==> src/light_seek_sweep_controller_top_macros.svh <==
// ----------------------------------------------------------------------------
// Light seek sweep controller assertion macros
// Shared concurrent check forms used by the top level.
// ----------------------------------------------------------------------------
`ifndef LIGHT_SEEK_SWEEP_CONTROLLER_TOP_MACROS_SVH
`define LIGHT_SEEK_SWEEP_CONTROLLER_TOP_MACROS_SVH

// same-cycle implication, silent during reset
`define LSSC_CHECK(label, clk, rst, ante, cons, msg) \
  label: assert property (@(posedge clk) disable iff (rst) (ante) |-> (cons)) \
    else $error(msg);

// next-cycle implication, silent during reset
`define LSSC_CHECK_NEXT(label, clk, rst, ante, cons, msg) \
  label: assert property (@(posedge clk) disable iff (rst) (ante) |=> (cons)) \
    else $error(msg);

`endif

==> src/lssc_pkg.sv <==
// ----------------------------------------------------------------------------
// Light seek sweep controller package
// Field widths, register codes, payload and internal command types.
// ----------------------------------------------------------------------------
package lssc_pkg;

  localparam int SAMPLE_BITS = 12;
  localparam int DUTY_BITS   = 8;
  localparam int SWEEP_BITS  = 4;
  localparam int CFG_IDX_BITS = 3;
  localparam int CFG_DATA_BITS = 8;
  localparam int QUEUE_DEPTH = 2;
  localparam int QUEUE_PTR_BITS = 1;
  localparam int QUEUE_CNT_BITS = 2;

  // register indexes on the configuration port
  localparam logic [CFG_IDX_BITS-1:0] CFG_DUTY_MIN     = 3'd0;
  localparam logic [CFG_IDX_BITS-1:0] CFG_DUTY_MAX     = 3'd1;
  localparam logic [CFG_IDX_BITS-1:0] CFG_PAN_HOME     = 3'd2;
  localparam logic [CFG_IDX_BITS-1:0] CFG_TILT_HOME    = 3'd3;
  localparam logic [CFG_IDX_BITS-1:0] CFG_TILT_STEP    = 3'd4;
  localparam logic [CFG_IDX_BITS-1:0] CFG_SWEEPS_TOTAL = 3'd5;

  // reset values
  localparam logic [DUTY_BITS-1:0]  RST_DUTY_MIN     = 8'd50;
  localparam logic [DUTY_BITS-1:0]  RST_DUTY_MAX     = 8'd250;
  localparam logic [DUTY_BITS-1:0]  RST_PAN_HOME     = 8'd50;
  localparam logic [DUTY_BITS-1:0]  RST_TILT_HOME    = 8'd200;
  localparam logic [DUTY_BITS-1:0]  RST_TILT_STEP    = 8'd30;
  localparam logic [SWEEP_BITS-1:0] RST_SWEEPS_TOTAL = 4'd6;
  localparam logic [DUTY_BITS-1:0]  RST_PAN_NOW      = 8'd50;
  localparam logic [DUTY_BITS-1:0]  RST_TILT_NOW     = 8'd200;

  typedef struct packed {
    logic [SAMPLE_BITS-1:0] light_sample;
    logic                   left_held;
    logic                   right_held;
    logic                   key_up;
    logic                   down_held;
    logic                   key_seek;
  } in_item_t;

  typedef struct packed {
    logic [DUTY_BITS-1:0]   pan_duty;
    logic [DUTY_BITS-1:0]   tilt_duty;
    logic                   seeking;
    logic [SAMPLE_BITS-1:0] brightest;
    logic                   seek_done;
  } out_item_t;

  typedef struct packed {
    logic [DUTY_BITS-1:0]  duty_min;
    logic [DUTY_BITS-1:0]  duty_max;
    logic [DUTY_BITS-1:0]  pan_home;
    logic [DUTY_BITS-1:0]  tilt_home;
    logic [DUTY_BITS-1:0]  tilt_step;
    logic [SWEEP_BITS-1:0] sweeps_total;
  } cfg_t;

  // classified tick: nudge requests plus the seek restart
  typedef struct packed {
    logic [SAMPLE_BITS-1:0] sample;
    logic                   pan_inc;
    logic                   pan_dec;
    logic                   tilt_inc;
    logic                   tilt_dec;
    logic                   restart;
  } cmd_t;

  typedef struct packed {
    logic                      full;
    logic                      empty;
    logic [QUEUE_CNT_BITS-1:0] count;
  } q_stat_t;

endpackage

==> src/lssc_front.sv <==
// ----------------------------------------------------------------------------
// Light seek sweep front end
// Accepts ticks, decodes the key levels into a command and registers it.
// ----------------------------------------------------------------------------
module lssc_front
  import lssc_pkg::*;
(
  input  logic     clk,
  input  logic     rst,
  input  logic     in_valid,
  output logic     in_ready,
  input  in_item_t in_data,
  output logic     cmd_valid,
  input  logic     cmd_ready,
  output cmd_t     cmd
);

  cmd_t cmd_next;

  always_comb begin
    cmd_next.sample   = in_data.light_sample;
    cmd_next.pan_inc  = in_data.left_held;
    cmd_next.pan_dec  = in_data.right_held;
    cmd_next.tilt_inc = in_data.key_up;
    cmd_next.tilt_dec = in_data.down_held;
    cmd_next.restart  = in_data.key_seek;
  end

  assign in_ready = !cmd_valid || cmd_ready;

  always_ff @(posedge clk) begin
    if (rst) begin
      cmd_valid <= 1'b0;
    end else if (in_ready) begin
      cmd_valid <= in_valid;
    end
  end

  always_ff @(posedge clk) begin
    if (in_ready && in_valid) begin
      cmd <= cmd_next;
    end
  end

endmodule

==> src/lssc_queue.sv <==
// ----------------------------------------------------------------------------
// Light seek sweep command queue
// Two-entry queue between the front end and the sweep engine.
// ----------------------------------------------------------------------------
module lssc_queue
  import lssc_pkg::*;
(
  input  logic    clk,
  input  logic    rst,
  input  logic    push_valid,
  output logic    push_ready,
  input  cmd_t    push_item,
  output logic    pop_valid,
  input  logic    pop_ready,
  output cmd_t    pop_item,
  output q_stat_t stat
);

  cmd_t                      entries [QUEUE_DEPTH];
  logic [QUEUE_PTR_BITS-1:0] wr_ptr;
  logic [QUEUE_PTR_BITS-1:0] rd_ptr;
  logic [QUEUE_CNT_BITS-1:0] count;
  logic                      push;
  logic                      pop;

  assign push_ready = (count != QUEUE_CNT_BITS'(QUEUE_DEPTH));
  assign pop_valid  = (count != '0);
  assign pop_item   = entries[rd_ptr];
  assign push       = push_valid && push_ready;
  assign pop        = pop_valid && pop_ready;

  assign stat.full  = !push_ready;
  assign stat.empty = !pop_valid;
  assign stat.count = count;

  always_ff @(posedge clk) begin
    if (rst) begin
      wr_ptr <= '0;
      rd_ptr <= '0;
      count  <= '0;
    end else begin
      if (push) begin
        wr_ptr <= wr_ptr + 1'b1;
      end
      if (pop) begin
        rd_ptr <= rd_ptr + 1'b1;
      end
      case ({push, pop})
        2'b10:   count <= count + 1'b1;
        2'b01:   count <= count - 1'b1;
        default: count <= count;
      endcase
    end
  end

  always_ff @(posedge clk) begin
    if (push) begin
      entries[wr_ptr] <= push_item;
    end
  end

endmodule

==> src/lssc_back.sv <==
// ----------------------------------------------------------------------------
// Light seek sweep engine
// Applies key nudges and the seek step to the servo state, one tick a cycle
// while the output is not stalled, and holds the result in an output register.
// ----------------------------------------------------------------------------
module lssc_back
  import lssc_pkg::*;
(
  input  logic      clk,
  input  logic      rst,
  input  cfg_t      cfg,
  input  logic      cmd_valid,
  output logic      cmd_ready,
  input  cmd_t      cmd,
  output logic      out_valid,
  input  logic      out_ready,
  output out_item_t out_data
);

  localparam int SW = DUTY_BITS + 2;

  logic [DUTY_BITS-1:0]   pan_now, pan_now_next;
  logic [DUTY_BITS-1:0]   tilt_now, tilt_now_next;
  logic [SAMPLE_BITS-1:0] best_level, best_level_next;
  logic [DUTY_BITS-1:0]   best_pan, best_pan_next;
  logic [DUTY_BITS-1:0]   best_tilt, best_tilt_next;
  logic [SWEEP_BITS-1:0]  sweep_index, sweep_index_next;
  logic                   seek_active, seek_active_next;
  logic                   done;
  logic                   step;

  logic [DUTY_BITS-1:0]   pan_k1, pan_k2, tilt_k1, tilt_k2;
  logic [DUTY_BITS-1:0]   pan_s, tilt_s;
  logic signed [SW-1:0]   pan_w, pan_c1, lo_w, hi_w;
  logic                   above, below;
  logic [SWEEP_BITS-1:0]  sweep_inc;

  assign cmd_ready = !out_valid || out_ready;
  assign step      = cmd_valid && cmd_ready;
  assign lo_w      = SW'(signed'({2'b00, cfg.duty_min}));
  assign hi_w      = SW'(signed'({2'b00, cfg.duty_max}));

  always_comb begin
    // key nudges: left before right, up before down
    pan_k1  = (cmd.pan_inc && pan_now < cfg.duty_max) ? pan_now + 1'b1 : pan_now;
    pan_k2  = (cmd.pan_dec && pan_k1 > cfg.duty_min) ? pan_k1 - 1'b1 : pan_k1;
    tilt_k1 = (cmd.tilt_inc && tilt_now < cfg.duty_max) ? tilt_now + 1'b1 : tilt_now;
    tilt_k2 = (cmd.tilt_dec && tilt_k1 > cfg.duty_min) ? tilt_k1 - 1'b1 : tilt_k1;

    pan_now_next     = pan_k2;
    tilt_now_next    = tilt_k2;
    best_level_next  = best_level;
    best_pan_next    = best_pan;
    best_tilt_next   = best_tilt;
    sweep_index_next = sweep_index;
    seek_active_next = seek_active;
    done             = 1'b0;

    if (cmd.restart) begin
      pan_now_next     = cfg.pan_home;
      tilt_now_next    = cfg.tilt_home;
      best_level_next  = '0;
      sweep_index_next = '0;
      seek_active_next = 1'b1;
    end

    pan_s  = pan_now_next;
    tilt_s = tilt_now_next;
    pan_w  = SW'(signed'({2'b00, pan_s}));
    // pan may step one count past either limit
    if (!sweep_index_next[0]) begin
      if (pan_w <= hi_w) begin
        pan_w = pan_w + SW'(1);
      end
    end else begin
      if (pan_w >= lo_w) begin
        pan_w = pan_w - SW'(1);
      end
    end
    above     = pan_w > hi_w;
    below     = pan_w < lo_w;
    pan_c1    = above ? hi_w : pan_w;
    sweep_inc = sweep_index_next + 1'b1;

    if (seek_active_next) begin
      pan_now_next = pan_w[DUTY_BITS-1:0];
      if (cmd.sample > best_level_next) begin
        best_level_next = cmd.sample;
        best_pan_next   = (pan_c1 < lo_w) ? cfg.duty_min : pan_c1[DUTY_BITS-1:0];
        best_tilt_next  = tilt_s;
      end
      if (above || below) begin
        pan_now_next     = above ? cfg.duty_max : cfg.duty_min;
        sweep_index_next = sweep_inc;
        tilt_now_next    = (tilt_s > cfg.tilt_step) ? tilt_s - cfg.tilt_step : '0;
        if (sweep_inc == cfg.sweeps_total) begin
          seek_active_next = 1'b0;
          sweep_index_next = '0;
          pan_now_next     = best_pan_next;
          tilt_now_next    = best_tilt_next;
          done             = 1'b1;
        end
      end
    end
  end

  always_ff @(posedge clk) begin
    if (rst) begin
      pan_now     <= RST_PAN_NOW;
      tilt_now    <= RST_TILT_NOW;
      best_level  <= '0;
      best_pan    <= '0;
      best_tilt   <= '0;
      sweep_index <= '0;
      seek_active <= 1'b1;
      out_valid   <= 1'b0;
    end else begin
      if (step) begin
        pan_now     <= pan_now_next;
        tilt_now    <= tilt_now_next;
        best_level  <= best_level_next;
        best_pan    <= best_pan_next;
        best_tilt   <= best_tilt_next;
        sweep_index <= sweep_index_next;
        seek_active <= seek_active_next;
      end
      if (cmd_ready) begin
        out_valid <= cmd_valid;
      end
    end
  end

  always_ff @(posedge clk) begin
    if (step) begin
      out_data.pan_duty  <= pan_now_next;
      out_data.tilt_duty <= tilt_now_next;
      out_data.seeking   <= seek_active_next;
      out_data.brightest <= best_level_next;
      out_data.seek_done <= done;
    end
  end

endmodule

==> src/light_seek_sweep_controller_top.sv <==
// Path: a tick passes the front end command register, the queue entry and the
// sweep engine output register. Throughput: one tick per cycle while out_ready
// holds; the sweep engine update carries servo state from tick to tick.
// Reset (synchronous): control and servo state registers return to their defaults, queue empties and
// a seek starts from pan 50, tilt 200.
// ----------------------------------------------------------------------------
// Light seek sweep controller
// Pan/tilt servo seek toward the brightest light sample, with key nudges.
// ----------------------------------------------------------------------------
`include "light_seek_sweep_controller_top_macros.svh"

module light_seek_sweep_controller_top
  import lssc_pkg::*;
(
  input  logic                     clk,
  input  logic                     rst,
  input  logic                     in_valid,
  output logic                     in_ready,
  input  in_item_t                 in_data,
  output logic                     out_valid,
  input  logic                     out_ready,
  output out_item_t                out_data,
  input  logic                     cfg_valid,
  output logic                     cfg_ready,
  input  logic [CFG_IDX_BITS-1:0]  cfg_index,
  input  logic [CFG_DATA_BITS-1:0] cfg_data
);

  cfg_t    cfg;
  logic    f_valid, f_ready;
  cmd_t    f_cmd;
  logic    q_valid, q_ready;
  cmd_t    q_cmd;
  q_stat_t q_stat;

  assign cfg_ready = 1'b1;

  always_ff @(posedge clk) begin
    if (rst) begin
      cfg.duty_min     <= RST_DUTY_MIN;
      cfg.duty_max     <= RST_DUTY_MAX;
      cfg.pan_home     <= RST_PAN_HOME;
      cfg.tilt_home    <= RST_TILT_HOME;
      cfg.tilt_step    <= RST_TILT_STEP;
      cfg.sweeps_total <= RST_SWEEPS_TOTAL;
    end else if (cfg_valid && cfg_ready) begin
      unique case (cfg_index)
        CFG_DUTY_MIN:     cfg.duty_min     <= cfg_data[DUTY_BITS-1:0];
        CFG_DUTY_MAX:     cfg.duty_max     <= cfg_data[DUTY_BITS-1:0];
        CFG_PAN_HOME:     cfg.pan_home     <= cfg_data[DUTY_BITS-1:0];
        CFG_TILT_HOME:    cfg.tilt_home    <= cfg_data[DUTY_BITS-1:0];
        CFG_TILT_STEP:    cfg.tilt_step    <= cfg_data[DUTY_BITS-1:0];
        CFG_SWEEPS_TOTAL: cfg.sweeps_total <= cfg_data[SWEEP_BITS-1:0];
        default:          ;  // drop writes to unknown indexes
      endcase
    end
  end

  lssc_front u_front (
    .clk       (clk),
    .rst       (rst),
    .in_valid  (in_valid),
    .in_ready  (in_ready),
    .in_data   (in_data),
    .cmd_valid (f_valid),
    .cmd_ready (f_ready),
    .cmd       (f_cmd)
  );

  lssc_queue u_queue (
    .clk        (clk),
    .rst        (rst),
    .push_valid (f_valid),
    .push_ready (f_ready),
    .push_item  (f_cmd),
    .pop_valid  (q_valid),
    .pop_ready  (q_ready),
    .pop_item   (q_cmd),
    .stat       (q_stat)
  );

  lssc_back u_back (
    .clk       (clk),
    .rst       (rst),
    .cfg       (cfg),
    .cmd_valid (q_valid),
    .cmd_ready (q_ready),
    .cmd       (q_cmd),
    .out_valid (out_valid),
    .out_ready (out_ready),
    .out_data  (out_data)
  );

  `LSSC_CHECK(a_done_ends_seek, clk, rst, out_valid && out_data.seek_done, !out_data.seeking, "seek_done reported while still seeking")
  `LSSC_CHECK(a_stall_only_when_full, clk, rst, !in_ready, f_valid && q_stat.full, "input stalled with room in the queue")
  `LSSC_CHECK(a_queue_bound, clk, rst, 1'b1, q_stat.count <= QUEUE_CNT_BITS'(QUEUE_DEPTH), "queue count beyond its depth")

endmodule
==> config.mk <==
export PLATFORM = sky130hd
export DESIGN_NAME = light_seek_sweep_controller_top
export DESIGN_NICKNAME = d
export VERILOG_FILES = /design/src/lssc_pkg.sv /design/src/lssc_front.sv /design/src/lssc_queue.sv /design/src/lssc_back.sv /design/src/light_seek_sweep_controller_top.sv
export VERILOG_INCLUDE_DIRS = /design/src /design/src/src
export SDC_FILE = /design/constraint.sdc
export NUM_CORES = 1
export LEC_CHECK = 0
export ABC_AREA = 1
export BUFFER_PORTS_ARGS = -buffer_cell sky130_fd_sc_hd__buf_2
export CAP_MARGIN = 20
export CELL_PAD_IN_SITES_DETAIL_PLACEMENT = 1
export CELL_PAD_IN_SITES_GLOBAL_PLACEMENT = 1
export CORE_ASPECT_RATIO = 1.2
export CORE_MARGIN = 2
export CORE_UTILIZATION = 50
export CTS_CLUSTER_DIAMETER = 120
export DETAILED_ROUTE_END_ITERATION = 10
export PLACE_DENSITY = 0.95
export SLEW_MARGIN = 10
export SYNTH_ARGS = -nofsm -noshare
export SYNTH_HDL_FRONTEND = slang
export SYNTH_HIERARCHICAL = 1
export SYNTH_SLANG_ARGS = --single-unit
export TNS_END_PERCENT = 100
==> constraint.sdc <==
create_clock -name clk -period 12.4 [get_ports clk]
set_input_delay 2.48 -clock clk [delete_from_list [all_inputs] [get_ports clk]]
set_output_delay 2.48 -clock clk [all_outputs]
set_load 0.01 [all_outputs]
# [Word level (Yosys, flattened, before mapping)]
# Memories as Yosys holds them, arrays and structs flattened. A register that Yosys moved wholly into a read port is not among the register bits.
# Index checks and enable logic that the tools add are counted.
# Widths: inputs -> output; s select.
[totals] register_bits=146 mem_bits_rw=34 in_bits=33 elab_cells=123 output_inout_bits=33 memories=1
[mem_list] memory="u_queue.entries" words=2 word_bits=17 rd=1 rd_clocked_by_memory_dff=1 wr=1 line="lssc_queue.sv:19" rtl="cmd_t entries [QUEUE_DEPTH];"
[classes] order_cmp=11 n_reduce_logical=23 n_addsub=12 eq_ne=9 n_mux=38
[op_table] cell="$mux 8" count=17
[op_table] cell="$mux 10" count=4
[op_table] cell="$mux 12" count=3
[op_table] cell="$gt 8x8->1" count=3
[op_table] cell="$lt 10x9->1" count=2
[op_table] cell="$add 8x1->8 const B" count=2
[op_table] cell="$lt 8x8->1" count=2
[op_table] cell="$mux 4" count=4
[op_table] cell="$reduce_and 2->1" count=8
[op_table] cell="$sub 8x1->8 const B" count=2
[op_table] cell="$gt 12x12->1" count=1
[op_table] cell="$gt 10x9->1" count=1
[op_table] cell="$add 8x1->9 const B" count=1
[op_table] cell="$mux 1" count=9
[op_table] cell="$sub 8x1->9 const B" count=1
[op_table] cell="$ge 8x8->1" count=1
[op_table] cell="$le 8x8->1" count=1
[op_table] cell="$sub 8x8->8" count=1
[op_table] cell="$logic_and 1x1->1" count=7
[op_table] cell="$eq 3x2->1 const B" count=2
[op_table] cell="$eq 3x3->1 const B" count=2
[op_table] cell="$add 4x1->4 const B" count=1
[op_table] cell="$eq 4x4->1" count=1
[op_table] cell="$pmux 2 s2" count=1
[op_table] cell="11 further kinds" count=16

# [Logic depth before layout (Yosys ltp)]
[depth] depth_word=18 depth_mapped=66 mapped_depth_nobuf=66

# [Hierarchy]
# The synthesis kept the hierarchy.
[by_module_without_submodules] mod="lssc_back" n_inst=1 cells_each=1111 area_per_inst_um2=7704.9 seq_area_each_um2=1901.8
[by_module_without_submodules] mod="light_seek_sweep_controller_top" n_inst=1 cells_each=245 area_per_inst_um2=1750.4 seq_area_each_um2=880.8
[by_module_without_submodules] mod="lssc_queue" n_inst=1 cells_each=95 area_per_inst_um2=1561.5 seq_area_each_um2=1121.1
[by_module_without_submodules] mod="lssc_front" n_inst=1 cells_each=23 area_per_inst_um2=558.0 seq_area_each_um2=530.5

# [Worst setup path before layout]
# Ideal clock, no wire load.
[synth_timing] path_kind="register to register" from="register cfg[35] (netlist name)" to="register u_back/out_data[24] (netlist name)" n_path_buf=0 setup_slack_ns=4.937 stages_incl_launch_ff=58 setup_time_ns=0.252 period_less_slack_ns=7.463 required_time_ns=12.148 arrival_time_ns=7.210 cell_sequence="dfxtp_1 inv_1 ha_1 nand3_1 nor2_1 nor2_4 nand2_4 inv_1 o21ai_0 inv_1 ha_1 nand2_1 nor2_1 a21boi_0 nand2_1 nor2_1 nand2_2 nor2_1 [22 not listed] or2_1 o21ai_0 inv_1 ha_1 a21oi_1 nor2_1 a211oi_1 o211ai_1 inv_1 nand2_4 nand2_4 nand2_2 nand3_2 nand3_1 nand2_1 nand2_1 nand2_1 inv_1"
[synth_between] elab_chain_cells=18 word_cells_on_any_way=26 cone_classes="add/sub: 3; order compare: 7; mux: 13; reduce/logical: 3"
[synth_lines] element="$lt 8x8->1" line="lssc_back.sv:45" rtl="pan_k1 = (cmd.pan_inc && pan_now < cfg.duty_max) ? pan_now + 1'b1 : pan_now;"
[synth_lines] element="$logic_and 1x1->1" line="lssc_back.sv:45"
[synth_lines] element="$mux 8" line="lssc_back.sv:45"
[synth_lines] element="$gt 8x8->1" line="lssc_back.sv:46" rtl="pan_k2 = (cmd.pan_dec && pan_k1 > cfg.duty_min) ? pan_k1 - 1'b1 : pan_k1;"
[synth_lines] element="$logic_and 1x1->1" line="lssc_back.sv:46"
[synth_lines] element="$mux 8" line="lssc_back.sv:46"
[synth_lines] element="$mux 8" line="lssc_back.sv:59" rtl="if (cmd.restart) begin"
[synth_lines] element="$add 8x1->9, or another cell as far along" line="lssc_back.sv:73" rtl="pan_w = pan_w + SW'(1);"
[synth_lines] element="[3 not listed]"
[synth_lines] element="$mux 10" line="lssc_back.sv:82" rtl="pan_c1 = above ? hi_w : pan_w;"
[synth_lines] element="$lt 10x9->1" line="lssc_back.sv:89" rtl="best_pan_next = (pan_c1 < lo_w) ? cfg.duty_min : pan_c1[DUTY_BITS-1:0];"
[synth_lines] element="$mux 8" line="lssc_back.sv:89"
[synth_lines] element="$mux 8" line="lssc_back.sv:87" rtl="if (cmd.sample > best_level_next) begin"
[synth_lines] element="$mux 8" line="lssc_back.sv:96" rtl="if (sweep_inc == cfg.sweeps_total) begin"
[synth_lines] element="$mux 8" line="lssc_back.sv:92" rtl="if (above || below) begin"
[synth_lines] element="$mux 8 (*)" line="lssc_back.sv:85" rtl="if (seek_active_next) begin"
[synth_lines] element="net u_back.pan_now_next[2]" line="lssc_back.sv:22" rtl="logic [DUTY_BITS-1:0] pan_now, pan_now_next;"
# The timed path passes the listed nets; every way through them passes the cells marked *.
# A chain may end at the register's enable or synchronous reset.

==> results.md <==
- The flow ran to the end, and the final reports show no timing, DRC or antenna violations.
- The post-layout minimum cycle time is around 10000 ps.
- The final number of hold-violating endpoints is 0.
- The total detailed-routing wirelength is roughly 46,000 um.
- Yosys mapped the design onto 57 distinct sky130hd cell types.
- The total count of max-transition violations in the final report is 0.
- The largest single stage delay on the critical path is between 900 and 1000 ps.
- The most used cell along the critical path is nand2_1.
- Setup violations remaining at the end of the flow were counted as 0.
- The category of the most critical setup path is flip-flop to flip-flop.
- The clock drives 181 sinks.
- Setup repair after global routing left no endpoint under its margin.
- The starting density of the core is 0.504.
- The synthesis warning total is 6.
- In the synthesized netlist the dominant register cell turns out to be dfxtp_1.
- The tool flagged a number of max-cap violations equal to 0.
- Counting flops with a built-in enable in the synthesized netlist gives 81.
- The number of nets in the synthesized netlist is between 1,500 and 2,000.
- The post-cts sizing count is 0.
- The worst setup path is captured at a flip-flop.
- Of the synthesized area, sequential elements account for 0.383.
- The initialized floorplan defines 61 standard-cell rows.
- The height of the die is roughly 170 um.
- The number of routed nets with antenna violations is 0.
- The detailed-route DRC error count is 0.
- The area growth from synthesis to layout is 10.2%.
- The type of origin of the critical path is a flip-flop.
- The routability-driven placement congestion ratio is about 0.97.
- The floorplan step defined a core boundary enclosing around 23,000 um^2.
- The count of input and output buffers is 64.
- The die is approximately 140 um wide.
- The pre-antenna-repair detailed-routing pass consisted of 5 iterations.
- Of the cells placed in the final design, the portion with a size suffix greater than 1 is 0.147.
- The final-layout setup total negative slack is 0 ps.
- The number of global-route vias before repair came to about 12,000.
- The power density relative to cell area is 280 nW/um^2.
- The leakage power figure is about 6.1 nW.
- Data on the critical path is required at its endpoint by around 13,000 ps.
- The highest clock rate is about 100 MHz.
- The number of nets in the final layout is 1,654.
- Pin placement for this block handled between 60 and 70 I/O pins.
- The synthesized area divided by synthesized cell count is between 7 and 8 um^2.
- For the worst-skew pair, the clock arrives at the later sink with an insertion delay of about 470 ps.
- Synthesis produced between 1,000 and 1,500 cells.
- Synthesis inferred around 180 register bits.
- The clock buffer count from CTS is 17.
- The total overflow left after global routing is 0.
- For this design, the slowest cell found on the critical path is dfxtp_1.
- The routed wire length per instance is roughly 25 um.
- The tightest slew margin relative to the limit is 0.257.
- STA puts the critical path data arrival time at 10,150 ps.
- The maximum fanout count along the critical path is 19.
- The most common cell after layout, fill and taps aside is nand2_1.
- The deepest clock path buffer count is 2.
- The detailed placer's ending HPWL is about 30,000 um.
- Buffers inserted to repair hold after CTS numbered 0.
- Using the TritonRoute via totals, the vias-per-cell ratio works out to approximately 6.2.
- The antenna diode count is 0.
- The detailed-route via count is approximately 11,000.
- In the global route stage, overall resource usage came out at 0.383.
- The clock arrives with 15.5 ps of skew.
- The top cell types in the final layout, fill and taps aside, are nand2_1 (279), inv_1 (220), nor2_1 (128).
- The H-tree generated during clock tree synthesis spans 4 levels.
- The pin count of the biggest net entering global routing is 55.
- The clock slew at the register clock pins of the worst setup and hold paths is ~70 ps.
- The die area is 24,400 um^2.
- The total standard cell area after synthesis is 11,600 um^2.
- After layout, the design draws a total of 3.58 mW.
- The first-iteration detailed-routing DRC count is 1,083.
- TritonCTS built the clock tree.
- The initial antenna violation count is 2.
- The tree is rooted in a clkbuf_16.
- The class of the tightest hold or removal check is flip-flop to flip-flop.
- Fill cells in the final layout number approximately 2,800.
- At the pin with the least slew margin, the transition time is approximately 1100 ps.
- The global-route wire length before repair is 70,200 um.
- The worst-case vdd ir drop is around 0.00017 V.
- The share of the clock period used by the worst path is 0.801.
- After clock tree synthesis, the setup repair step added 0 buffers.
- At the end of the flow the core is filled with cells to 0.555.
- Setup slack on the worst reg-to-reg path comes out at between 2000 and 2500 ps.
- In the synthesized netlist the async set-or-reset flop fraction comes to 0.
-- cell type report --
| type | count | area (um^2) | area share |
|---|---|---|---|
| Inverter | 236 | 886 | 0.0694 |
| Sequential cell | 181 | 4430 | 0.347 |
| Timing Repair Buffer | 74 | 428 | 0.0335 |
| Multi-Input combinational cell | 1014 | 6040 | 0.474 |
| Tap cell | 315 | 394 | 0.0309 |
| Clock buffer | 19 | 443 | 0.0347 |
| Clock inverter | 13 | 131 | 0.0103 |
-- sequential cells by signal (all words and copies together), names as in the netlist, 2 cells and up, named ones only --
name / flops
cfg: 44
u_back/best_level: 12
u_back/best_pan: 8
u_back/best_tilt: 8
u_back/out_data: 30
u_back/pan_now: 8
u_back/sweep_index: 4
u_back/tilt_now: 8
u_front/cmd: 17
u_queue/count: 2
u_queue/entries: 34
-- Yosys cell counts (2+ instances only) --
| cell type | number | area, um^2 |
|---|---|---|
| edfxtp_1 | 81 | 2430 |
| mux2_4 | 10 | 150 |
| or2_1 | 2 | 12.5 |
| nor2_1 | 128 | 480 |
| or2_2 | 10 | 62.6 |
| nand3b_1 | 3 | 22.5 |
| nand4_1 | 15 | 93.8 |
| nor3_1 | 6 | 30.0 |
| nand2_2 | 28 | 175 |
| inv_1 | 221 | 830 |
| xnor2_1 | 5 | 43.8 |
| a21oi_2 | 6 | 52.6 |
| o21ai_2 | 2 | 17.5 |
| clkbuf_1 | 24 | 90.1 |
| nand2_4 | 8 | 90.1 |
| o21ai_1 | 7 | 35.0 |
| a21oi_1 | 91 | 455 |
| buf_1 | 3 | 11.3 |
| o311ai_0 | 2 | 17.5 |
| o21bai_1 | 9 | 67.6 |
| a21boi_0 | 2 | 15.0 |
| dfxtp_1 | 100 | 2000 |
| buf_2 | 11 | 55.1 |
| a31oi_1 | 2 | 12.5 |
| nand3_1 | 114 | 571 |
| mux2_2 | 7 | 78.8 |
| nand3_4 | 3 | 52.6 |
| nor4_1 | 2 | 12.5 |
| inv_2 | 14 | 52.6 |
| nand3_2 | 13 | 130 |
| nor2_4 | 10 | 113 |
| o211ai_1 | 20 | 150 |
| ha_1 | 96 | 1200 |
| xor2_1 | 22 | 193 |
| buf_4 | 3 | 22.5 |
| nor2_2 | 6 | 37.5 |
| o2111ai_1 | 2 | 17.5 |
| nand2_1 | 279 | 1050 |
| a22oi_1 | 2 | 15.0 |
| a211oi_1 | 5 | 37.5 |
| o21ai_0 | 84 | 420 |
-- final timing paths --
| path | start | end | cells past startpoint |
|---|---|---|---|
| setup / recovery | flip-flop | u_back/out_data[29]$_DFFE_PP_ | 58 |
| hold / removal | u_front/cmd[7]$_DFFE_PP_ | u_queue/entries[1][7]$_DFFE_PP_ | 0 |
| setup reg to reg | flip-flop | u_back/out_data[29]$_DFFE_PP_ | 58 |
| hold reg to reg | u_front/cmd[7]$_DFFE_PP_ | u_queue/entries[1][7]$_DFFE_PP_ | 0 |
-- power breakdown --
part | internal, mW | switching [mW] | leakage (nW)
combinational | 0.615 | 1.47 | 4.22
sequential | 0.821 | 0.117 | 1.58
clock | 0.273 | 0.276 | 0.277
-- layer usage --
metal | wire, um | global-route usage | vias up | part of all wire
met4 | 4140 | 0.313 | 4 | 0.090
li1 | - | - | 4955 | -
met5 | 24 | 0 | - | 0.00052
met2 | 22500 | 0.655 | 692 | 0.49
met1 | 15900 | 0.398 | 5517 | 0.35
met3 | 3400 | 0.0918 | 307 | 0.074
-- cells by family (layout without fill, tap and decap cells) --
kind of cell,Yosys count,count (layout),share of synthesized area
buffers and inverters,279,342,0.0947
muxes,17,17,0.0198
xor gates and xnor gates,27,27,0.0204
adders and majority gates,97,97,0.106
and+or+nand+nor,629,629,0.256
DFF,181,181,0.383
other,1,1,0.000324
AOI/OAI and AO/OA,243,243,0.120
-- worst max-delay path, delay by kind of cell (launching register included) --
kind	cells	cell delay, ps
simple gates	36	4440
compound gates	8	1470
fa+ha+maj	4	1240
flops	1	970
buf+inv	8	760
mux	1	430
xor+xnor	1	370
-- through the flow --
stage	setup WS [ps]	area, um^2	hold WS, ps	cells
CTS	2790	12700	460	1851
finish	2470	12800	462	1852
detailed placement	2970	12200	438	1819
global route	1830	12800	475	1852
global placement	3650	12100	424	1818
floorplan	4940	11600	421	1474
Power figures use the tool's default switching activity.
